$ cat src/hdl/tked_pkg.sv
// Package for the touch key event detector: shared types and constants.
// No dependencies; every other file of the block but tked_fifo imports it.
`timescale 1ns / 1ps

package tked_pkg;

  localparam int OUT_KEYS  = 12;
  localparam int MAP_KEYS  = 12;
  localparam int PADS      = 16;
  localparam int PAD_IDX_W = 4;
  localparam int STAMP_W   = 32;
  localparam int HOLD_W    = 16;
  localparam int MAP_W     = MAP_KEYS * PAD_IDX_W;
  localparam int CFG_W     = 48;
  localparam int CFG_IDX_W = 2;

  localparam logic [CFG_IDX_W-1:0] CFG_PAD_MAP       = 2'd0;
  localparam logic [CFG_IDX_W-1:0] CFG_HOLD_TIME     = 2'd1;
  localparam logic [CFG_IDX_W-1:0] CFG_SLEEP_TIMEOUT = 2'd2;

  localparam logic [MAP_W-1:0]   PAD_MAP_RST       = 48'hBA98_7654_3210;
  localparam logic [HOLD_W-1:0]  HOLD_TIME_RST     = 16'd1000;
  localparam logic [STAMP_W-1:0] SLEEP_TIMEOUT_RST = 32'd30000;

  typedef struct packed {
    logic [OUT_KEYS-1:0] held_keys;
    logic [OUT_KEYS-1:0] pressed_keys;
    logic [OUT_KEYS-1:0] released_keys;
    logic [OUT_KEYS-1:0] hold_edge_keys;
    logic                state_changed;
    logic                asleep;
    logic                woke;
  } out_item_t;

  localparam int OUT_ITEM_W = $bits(out_item_t);

endpackage

$ cat src/hdl/touch_key_event_detector.sv
// An accepted transfer is written into the middle queue, moves through the back part into the
// output queue and then clears empty. Throughput: one item per cycle while neither queue is full;
// the front and back parts are joined by a two-entry queue, with a two-entry queue at the output.
// Reset (rst_n low, synchronous) empties both queues, clears key, hold and idle state,
// wakes the block and restores the configuration registers to their defaults.
// Top level; depends on tked_pkg, tked_fifo, tked_front and tked_back.
`timescale 1ns / 1ps

module touch_key_event_detector
  import tked_pkg::*;
#(
  parameter int KEYS = 12
) (
  input  logic                 clk,
  input  logic                 rst_n,
  input  logic                 push,
  output logic                 full,
  input  logic                 in_sample_valid,
  input  logic [PADS-1:0]      in_raw_pads,
  input  logic [STAMP_W-1:0]   in_now_ms,
  output logic                 empty,
  input  logic                 pop,
  output logic [OUT_KEYS-1:0]  out_held_keys,
  output logic [OUT_KEYS-1:0]  out_pressed_keys,
  output logic [OUT_KEYS-1:0]  out_released_keys,
  output logic [OUT_KEYS-1:0]  out_hold_edge_keys,
  output logic                 out_state_changed,
  output logic                 out_asleep,
  output logic                 out_woke,
  input  logic                 cfg_wr_en,
  input  logic [CFG_IDX_W-1:0] cfg_index,
  input  logic [CFG_W-1:0]     cfg_wdata
);

  localparam int MID_W = 3 * KEYS + STAMP_W + 1;

  logic [MAP_W-1:0]   pad_map_r;
  logic [HOLD_W-1:0]  hold_time_r;
  logic [STAMP_W-1:0] sleep_timeout_r;

  logic               accept;
  logic [MID_W-1:0]   front_item, mid_item;
  logic               mid_empty, out_full, go;
  out_item_t          back_result, out_item;

  always_ff @(posedge clk) begin
    if (!rst_n) begin
      pad_map_r       <= PAD_MAP_RST;
      hold_time_r     <= HOLD_TIME_RST;
      sleep_timeout_r <= SLEEP_TIMEOUT_RST;
    end else if (cfg_wr_en) begin
      case (cfg_index)
        CFG_PAD_MAP:       pad_map_r       <= cfg_wdata[MAP_W-1:0];
        CFG_HOLD_TIME:     hold_time_r     <= cfg_wdata[HOLD_W-1:0];
        CFG_SLEEP_TIMEOUT: sleep_timeout_r <= cfg_wdata[STAMP_W-1:0];
        default:           ;
      endcase
    end
  end

  assign accept = push && !full;
  assign go     = !mid_empty && !out_full;

  tked_front #(.KEYS(KEYS)) u_front (
    .clk          (clk),
    .rst_n        (rst_n),
    .accept       (accept),
    .sample_valid (in_sample_valid),
    .raw_pads     (in_raw_pads),
    .now_ms       (in_now_ms),
    .pad_map      (pad_map_r),
    .item         (front_item)
  );

  tked_fifo #(.WIDTH(MID_W), .DEPTH(2)) u_mid_q (
    .clk   (clk),
    .rst_n (rst_n),
    .push  (accept),
    .wdata (front_item),
    .full  (full),
    .pop   (go),
    .rdata (mid_item),
    .empty (mid_empty)
  );

  tked_back #(.KEYS(KEYS)) u_back (
    .clk              (clk),
    .rst_n            (rst_n),
    .go               (go),
    .item             (mid_item),
    .hold_time_ms     (hold_time_r),
    .sleep_timeout_ms (sleep_timeout_r),
    .result           (back_result)
  );

  tked_fifo #(.WIDTH(OUT_ITEM_W), .DEPTH(2)) u_out_q (
    .clk   (clk),
    .rst_n (rst_n),
    .push  (go),
    .wdata (back_result),
    .full  (out_full),
    .pop   (pop),
    .rdata (out_item),
    .empty (empty)
  );

  assign out_held_keys      = out_item.held_keys;
  assign out_pressed_keys   = out_item.pressed_keys;
  assign out_released_keys  = out_item.released_keys;
  assign out_hold_edge_keys = out_item.hold_edge_keys;
  assign out_state_changed  = out_item.state_changed;
  assign out_asleep         = out_item.asleep;
  assign out_woke           = out_item.woke;

endmodule

$ cat src/hdl/tked_fifo.sv
// Small first-in first-out queue used between the front and back parts and at the output.
// Depends on nothing; width and depth are parameters.
`timescale 1ns / 1ps

module tked_fifo #(
  parameter int WIDTH = 8,
  parameter int DEPTH = 2
) (
  input  logic             clk,
  input  logic             rst_n,
  input  logic             push,
  input  logic [WIDTH-1:0] wdata,
  output logic             full,
  input  logic             pop,
  output logic [WIDTH-1:0] rdata,
  output logic             empty
);

  localparam int AW = (DEPTH > 1) ? $clog2(DEPTH) : 1;

  logic [WIDTH-1:0] mem_r [DEPTH];
  logic [AW-1:0]    wr_ptr_r, wr_ptr_nxt;
  logic [AW-1:0]    rd_ptr_r, rd_ptr_nxt;
  logic [AW:0]      count_r, count_nxt;
  logic             do_push, do_pop;

  assign full    = (count_r == (AW+1)'(DEPTH));
  assign empty   = (count_r == '0);
  assign do_push = push && !full;
  assign do_pop  = pop && !empty;
  assign rdata   = mem_r[rd_ptr_r];

  always_comb begin
    wr_ptr_nxt = wr_ptr_r;
    rd_ptr_nxt = rd_ptr_r;
    count_nxt  = count_r;
    if (do_push) begin
      wr_ptr_nxt = (wr_ptr_r == AW'(DEPTH - 1)) ? '0 : wr_ptr_r + 1'b1;
    end
    if (do_pop) begin
      rd_ptr_nxt = (rd_ptr_r == AW'(DEPTH - 1)) ? '0 : rd_ptr_r + 1'b1;
    end
    case ({do_push, do_pop})
      2'b10:   count_nxt = count_r + 1'b1;
      2'b01:   count_nxt = count_r - 1'b1;
      default: count_nxt = count_r;
    endcase
  end

  always_ff @(posedge clk) begin
    if (!rst_n) begin
      wr_ptr_r <= '0;
      rd_ptr_r <= '0;
      count_r  <= '0;
    end else begin
      wr_ptr_r <= wr_ptr_nxt;
      rd_ptr_r <= rd_ptr_nxt;
      count_r  <= count_nxt;
    end
  end

  always_ff @(posedge clk) begin
    if (do_push) begin
      mem_r[wr_ptr_r] <= wdata;
    end
  end

endmodule

$ cat src/hdl/tked_front.sv
// Front part: remaps the raw pads into the key mask and finds press and release edges.
// Depends on tked_pkg; feeds a classified item into the middle queue.
`timescale 1ns / 1ps

module tked_front
  import tked_pkg::*;
#(
  parameter int KEYS = 12
) (
  input  logic                      clk,
  input  logic                      rst_n,
  input  logic                      accept,
  input  logic                      sample_valid,
  input  logic [PADS-1:0]           raw_pads,
  input  logic [STAMP_W-1:0]        now_ms,
  input  logic [MAP_W-1:0]          pad_map,
  output logic [3*KEYS+STAMP_W:0]   item
);

  logic [KEYS-1:0] key_mask_r, key_mask_nxt;
  logic [KEYS-1:0] remap;
  logic [KEYS-1:0] pressed, released;
  logic            changed;

  for (genvar i = 0; i < KEYS; i++) begin : g_remap
    if (i < MAP_KEYS) begin : g_map
      assign remap[i] = raw_pads[pad_map[PAD_IDX_W*i +: PAD_IDX_W]];
    end else begin : g_pad0
      assign remap[i] = raw_pads[0];
    end
  end

  always_comb begin
    key_mask_nxt = key_mask_r;
    pressed      = '0;
    released     = '0;
    changed      = 1'b0;
    if (sample_valid) begin
      key_mask_nxt = remap;
      pressed      = ~key_mask_r & remap;
      released     = key_mask_r & ~remap;
      changed      = (remap != key_mask_r);
    end
  end

  assign item = {changed, key_mask_nxt, pressed, released, now_ms};

  always_ff @(posedge clk) begin
    if (!rst_n) begin
      key_mask_r <= '0;
    end else if (accept) begin
      key_mask_r <= key_mask_nxt;
    end
  end

endmodule

$ cat src/hdl/tked_back.sv
// Back part: per-key hold timing, idle timer and sleep/wake, building the result item.
// Depends on tked_pkg; takes classified items from the middle queue.
`timescale 1ns / 1ps

module tked_back
  import tked_pkg::*;
#(
  parameter int KEYS = 12
) (
  input  logic                    clk,
  input  logic                    rst_n,
  input  logic                    go,
  input  logic [3*KEYS+STAMP_W:0] item,
  input  logic [HOLD_W-1:0]       hold_time_ms,
  input  logic [STAMP_W-1:0]      sleep_timeout_ms,
  output out_item_t               result
);

  localparam int MID_W = 3 * KEYS + STAMP_W + 1;

  logic [STAMP_W-1:0] press_stamp_r [KEYS];
  logic [KEYS-1:0]    hold_fired_r, hold_fired_nxt;
  logic [STAMP_W-1:0] last_activity_r, last_activity_nxt;
  logic               sleep_mode_r, sleep_mode_nxt;

  logic [STAMP_W-1:0] now;
  logic [KEYS-1:0]    released, pressed, mask, hold_edge;
  logic               changed, any_press, woke, awake_mid;

  assign now      = item[STAMP_W-1:0];
  assign released = item[STAMP_W +: KEYS];
  assign pressed  = item[STAMP_W+KEYS +: KEYS];
  assign mask     = item[STAMP_W+2*KEYS +: KEYS];
  assign changed  = item[MID_W-1];

  assign any_press = (pressed != '0);

  for (genvar k = 0; k < KEYS; k++) begin : g_hold
    logic [STAMP_W-1:0] since;
    assign since = now - press_stamp_r[k];
    assign hold_edge[k] = mask[k] && !pressed[k] && !released[k] && !hold_fired_r[k] &&
                          (since >= STAMP_W'(hold_time_ms));
  end

  always_comb begin
    woke              = sleep_mode_r && any_press;
    awake_mid         = !sleep_mode_r || any_press;
    last_activity_nxt = any_press ? now : last_activity_r;
    hold_fired_nxt    = (hold_fired_r & ~pressed) | hold_edge;
    sleep_mode_nxt    = !awake_mid || ((now - last_activity_nxt) >= sleep_timeout_ms);
  end

  always_ff @(posedge clk) begin
    if (!rst_n) begin
      hold_fired_r    <= '0;
      last_activity_r <= '0;
      sleep_mode_r    <= 1'b0;
    end else if (go) begin
      hold_fired_r    <= hold_fired_nxt;
      last_activity_r <= last_activity_nxt;
      sleep_mode_r    <= sleep_mode_nxt;
    end
  end

  for (genvar k = 0; k < KEYS; k++) begin : g_stamp
    always_ff @(posedge clk) begin
      if (go && pressed[k]) begin
        press_stamp_r[k] <= now;
      end
    end
  end

  for (genvar i = 0; i < OUT_KEYS; i++) begin : g_out
    if (i < KEYS) begin : g_key
      assign result.held_keys[i]      = mask[i];
      assign result.pressed_keys[i]   = pressed[i];
      assign result.released_keys[i]  = released[i];
      assign result.hold_edge_keys[i] = hold_edge[i];
    end else begin : g_none
      assign result.held_keys[i]      = 1'b0;
      assign result.pressed_keys[i]   = 1'b0;
      assign result.released_keys[i]  = 1'b0;
      assign result.hold_edge_keys[i] = 1'b0;
    end
  end

  assign result.state_changed = changed;
  assign result.asleep        = sleep_mode_nxt;
  assign result.woke          = woke;

endmodule

$ cat config.mk
export PLATFORM = sky130hd
export DESIGN_NAME = touch_key_event_detector
export DESIGN_NICKNAME = d
export VERILOG_FILES = /design/src/hdl/tked_pkg.sv /design/src/hdl/touch_key_event_detector.sv /design/src/hdl/tked_fifo.sv /design/src/hdl/tked_front.sv /design/src/hdl/tked_back.sv
export SDC_FILE = /design/constraint.sdc
export NUM_CORES = 2
export LEC_CHECK = 0
export BUFFER_PORTS_ARGS = -buffer_cell sky130_fd_sc_hd__clkbuf_2
export CORE_MARGIN = 2
export CORE_UTILIZATION = 40
export DETAILED_ROUTE_END_ITERATION = 10
export GPL_TIMING_DRIVEN = 0
export HOLD_SLACK_MARGIN = 0.02
export SLEW_MARGIN = 20
export SYNTH_ARGS = -nofsm -noshare
export SYNTH_HDL_FRONTEND = slang
export SYNTH_SLANG_ARGS = --single-unit
$ cat constraint.sdc
create_clock -name clk -period 17.31 [get_ports clk]
set_input_delay 3.462 -clock clk [delete_from_list [all_inputs] [get_ports clk]]
set_output_delay 3.462 -clock clk [all_outputs]
set_load 0.01 [all_outputs]
==> results.py <==
metrics = {
    "sta": {
        "skew_ns": 0.0448,
        "final_max_slew_viol_count": 0,
        "fin_setup_tns_ns": 0,
        "setup_viol": 0,
        "worstMarginPinSlew_ns": 1.24,
        "rsz0062_at_grt": "no",
        "period_needed_ns": 8.91,
        "finalHoldViolCount": 0,
        "slew_headroom_pct": 17.2,
        "min_period_over_period_pct": 51.4,
        "hold_ws_ns": 0.452,
        "clock.fmax_ghz": 0.112,
    },
    "route": {
        "via_per_inst": 5.69,
        "vias": 46200,
        "drc_errors": 0,
        "drtIter0Drc": 3807,
        "topRoutingLayerUsed": "met5",
        "met3_length_um": 10300,
        "met2RoutedLength_um": 76000,
        "wire_per_inst_um": 20.7,
        "met1_length_um": 76800,
        "first_pass_iters": 6,
        "finalWirelength_um": 168000,
        "ant_nets": 0,
    },
    "grt": {
        "antenna_found_initial": 12,
        "track_usage_pct": 22.6,
        "grt_first_pass_wirelength_um": 256000,
        "grt_max_degree": 44,
        "grt_overflow": 0,
        "grt_pass1_vias": 43900,
    },
    "cells_and_area": {
        "num-fill-cells": 13500,
        "layout_commonest_cell": "ha_1",
        "final_area_mm2": 0.0639,
        "multi_input_area_mm2": 0.0324,
        "area_growth_pct": 12.0,
        "nets": 6925,
        "regArea_mm2": 0.0220,
        "final_cell_mix": "ha_1, edfxtp_1, inv_1, a21oi_1, nand2_1",
        "drive_gt1_share_pct": 9.59,
    },
    "pwr": {
        "p_leak_nw": 26.2,
        "p_total_mw": 12.6,
        "power_density_mw_per_mm2": 197,
        "ir_worst_vdd_uv": 170,
    },
    "synth": {
        "async_reset_ff_share_pct": 0,
        "yosys.area.top_type": "edfxtp_1",
        "synth_edf_count": 624,
        "syn_nets": 6647,
        "synth_top_cell_area_share_pct": 32.9,
        "synth.avg_cell_area_um2": 9.70,
        "ys_seq_area_share_pct": 38.6,
        "netlist_instances": 5878,
        "synthFlopType": "edfxtp_1",
        "ys_types": 105,
        "yosys_warnings": 0,
        "synth_area_leaders": "edfxtp_1, ha_1, dfxtp_1",
        "ys_ff_latch": 787,
        "syn_area_mm2": 0.0570,
    },
    "clocking": {
        "cts_buffers": 94,
        "cts_tree": "yes",
        "path_clk_slew_ns": 0.06,
        "clkSinkCount": 787,
        "ctsHoldBuffers": 0,
        "cts-htree-levels": 3,
        "cts_buffer_depth": 3,
        "cts-resized-gates": 0,
        "clock_latency_ns": 0.71,
        "cts_setup_buffers": 0,
        "cts_root_buf": "clkbuf_16",
    },
    "setup_path": {
        "arrival_ns": 9.50,
        "worst_setup_path_end_kind": "flop",
        "start_kind": "flop",
        "cpMaxStageDelayCell": "clkbuf_1",
        "path_class": "flop to flop",
        "crit_path_max_incr_delay_ns": 0.78,
        "worst_ep_required_time_ns": 17.91,
        "crit_fanout": 39,
    },
    "floorplan": {
        "ios": 157,
        "fp.dieW_um": 382,
        "core_mm2": 0.142,
        "start_util_pct": 40.3,
        "die_height_um": 382,
        "rows": 138,
        "die_area_mm2": 0.146,
    },
    "placement": {
        "dp_hpwl_um": 116000,
        "dpl_cell_area_mm2": 0.0610,
        "port_buffers": 155,
        "gp_congestion": 0.898,
    },
    "flow_run": {
        "drv_cap": 0,
    },
    "status": {
        "status": "completed",
    },
    "min_path": {
        "hold_class": "flop to flop",
    },
}
state kept, by name (all words and copies together) (netlist names), 16 cells and up, named ones only:
register and cells:
pad_map_r 48, u_back.press_stamp_r 384, u_mid_q.mem_r 138, u_back.last_activity_r 32
sleep_timeout_r 32, hold_time_r 16, u_out_q.mem_r 102
where the power goes:
group          internal [mW]  switching (mW)
Clock                   1.05           0.835
Sequential              2.70           0.126
Combinational           3.15            4.75
cells by family (layout without fill, tap and decap cells):
| logic type | after synthesis | after routing | synth area share [%] |
|---|---|---|---|
| other cells | 0 | 2 | 0 |
| compound gates | 1590 | 1590 | 18.1 |
| buf+inv | 751 | 1106 | 4.98 |
| xor+xnor | 275 | 275 | 4.22 |
| simple gates | 1559 | 1559 | 13.4 |
| fa+ha+maj | 665 | 665 | 14.8 |
| mux | 251 | 251 | 5.99 |
| flops | 787 | 787 | 38.6 |
Yosys cell counts (19+ instances only):
| library cell | number |
|---|---|
| a2111oi_0 | 19 |
| or3_1 | 22 |
| a21oi_1 | 534 |
| ha_1 | 652 |
| clkbuf_1 | 159 |
| mux4_2 | 60 |
| mux2_2 | 117 |
| o21a_1 | 89 |
| nor3_1 | 82 |
| nor2b_1 | 77 |
| nand2b_1 | 73 |
| o211ai_1 | 49 |
| a31oi_1 | 54 |
| o21ai_0 | 233 |
| edfxtp_1 | 624 |
| a211oi_1 | 53 |
| nor2_1 | 386 |
| inv_1 | 569 |
| nand3_1 | 118 |
| a21o_1 | 189 |
| xnor2_1 | 180 |
| nand2_1 | 464 |
| or4_1 | 19 |
| o31ai_1 | 28 |
| and3_1 | 38 |
| o21bai_1 | 51 |
| xor2_1 | 95 |
| o21ai_1 | 30 |
| nand4_1 | 78 |
| dfxtp_1 | 163 |
| and2_1 | 60 |
| mux2i_1 | 72 |
| nor4_1 | 36 |
| and4_1 | 21 |
| o22ai_1 | 24 |
| o2111ai_1 | 28 |
final timing paths:
path	start	to	slack, ns	cells after the start
hold reg to reg	u_back.hold_fired_r[7]	u_back.hold_fired_r[7]	0.45	2
hold / removal	u_back.hold_fired_r[7]	u_back.hold_fired_r[7]	0.45	2
setup reg to reg	flop	u_back.sleep_mode_r	8.40	30
setup / recovery	flop	u_back.sleep_mode_r	8.40	30
layout make-up:
type | count | share of cell area [%]
Clock buffer | 118 | 3.85
Clock inverter | 55 | 0.699
Tap cell | 1890 | 3.70
Inverter | 570 | 3.35
Buffer | 181 | 1.10
Antenna cell | 2 | 0.00783
Timing Repair Buffer | 182 | 2.21
Multi-Input combinational cell | 4340 | 50.6
Sequential cell | 787 | 34.4
metal layers:
layer | global-route usage [%] | vias to the layer above
li1 | - | 22300
met1 | 31.6 | 22400
met2 | 36.4 | 1331
met3 | 2.62 | 238
met4 | 6.87 | 4
met5 | 0 | -
worst max-delay path, delay by kind of cell (launching register included):
| family | cells | cell delay (ns) |
|---|---|---|
| compound gates | 17 | 4.08 |
| buf+inv | 4 | 2.20 |
| mux | 2 | 1.04 |
| fa+ha+maj | 2 | 0.70 |
| simple gates | 4 | 0.32 |
| flops | 1 | 0.31 |
| xor+xnor | 1 | 0.11 |
through the flow:
stage / instances / util, % / setup WS [ns]
2_1_floorplan: 5878 / - / 9.76
4_1_cts: 8123 / 45.1 / 8.40
5_1_grt: 8124 / 45.1 / 7.79
6_report: 8125 / 45.1 / 8.40
3_5_place_dp: 7950 / 43.1 / 8.45
3_3_place_gp: 7923 / 42.5 / 6.42
(Power assumes the default switching activity.)
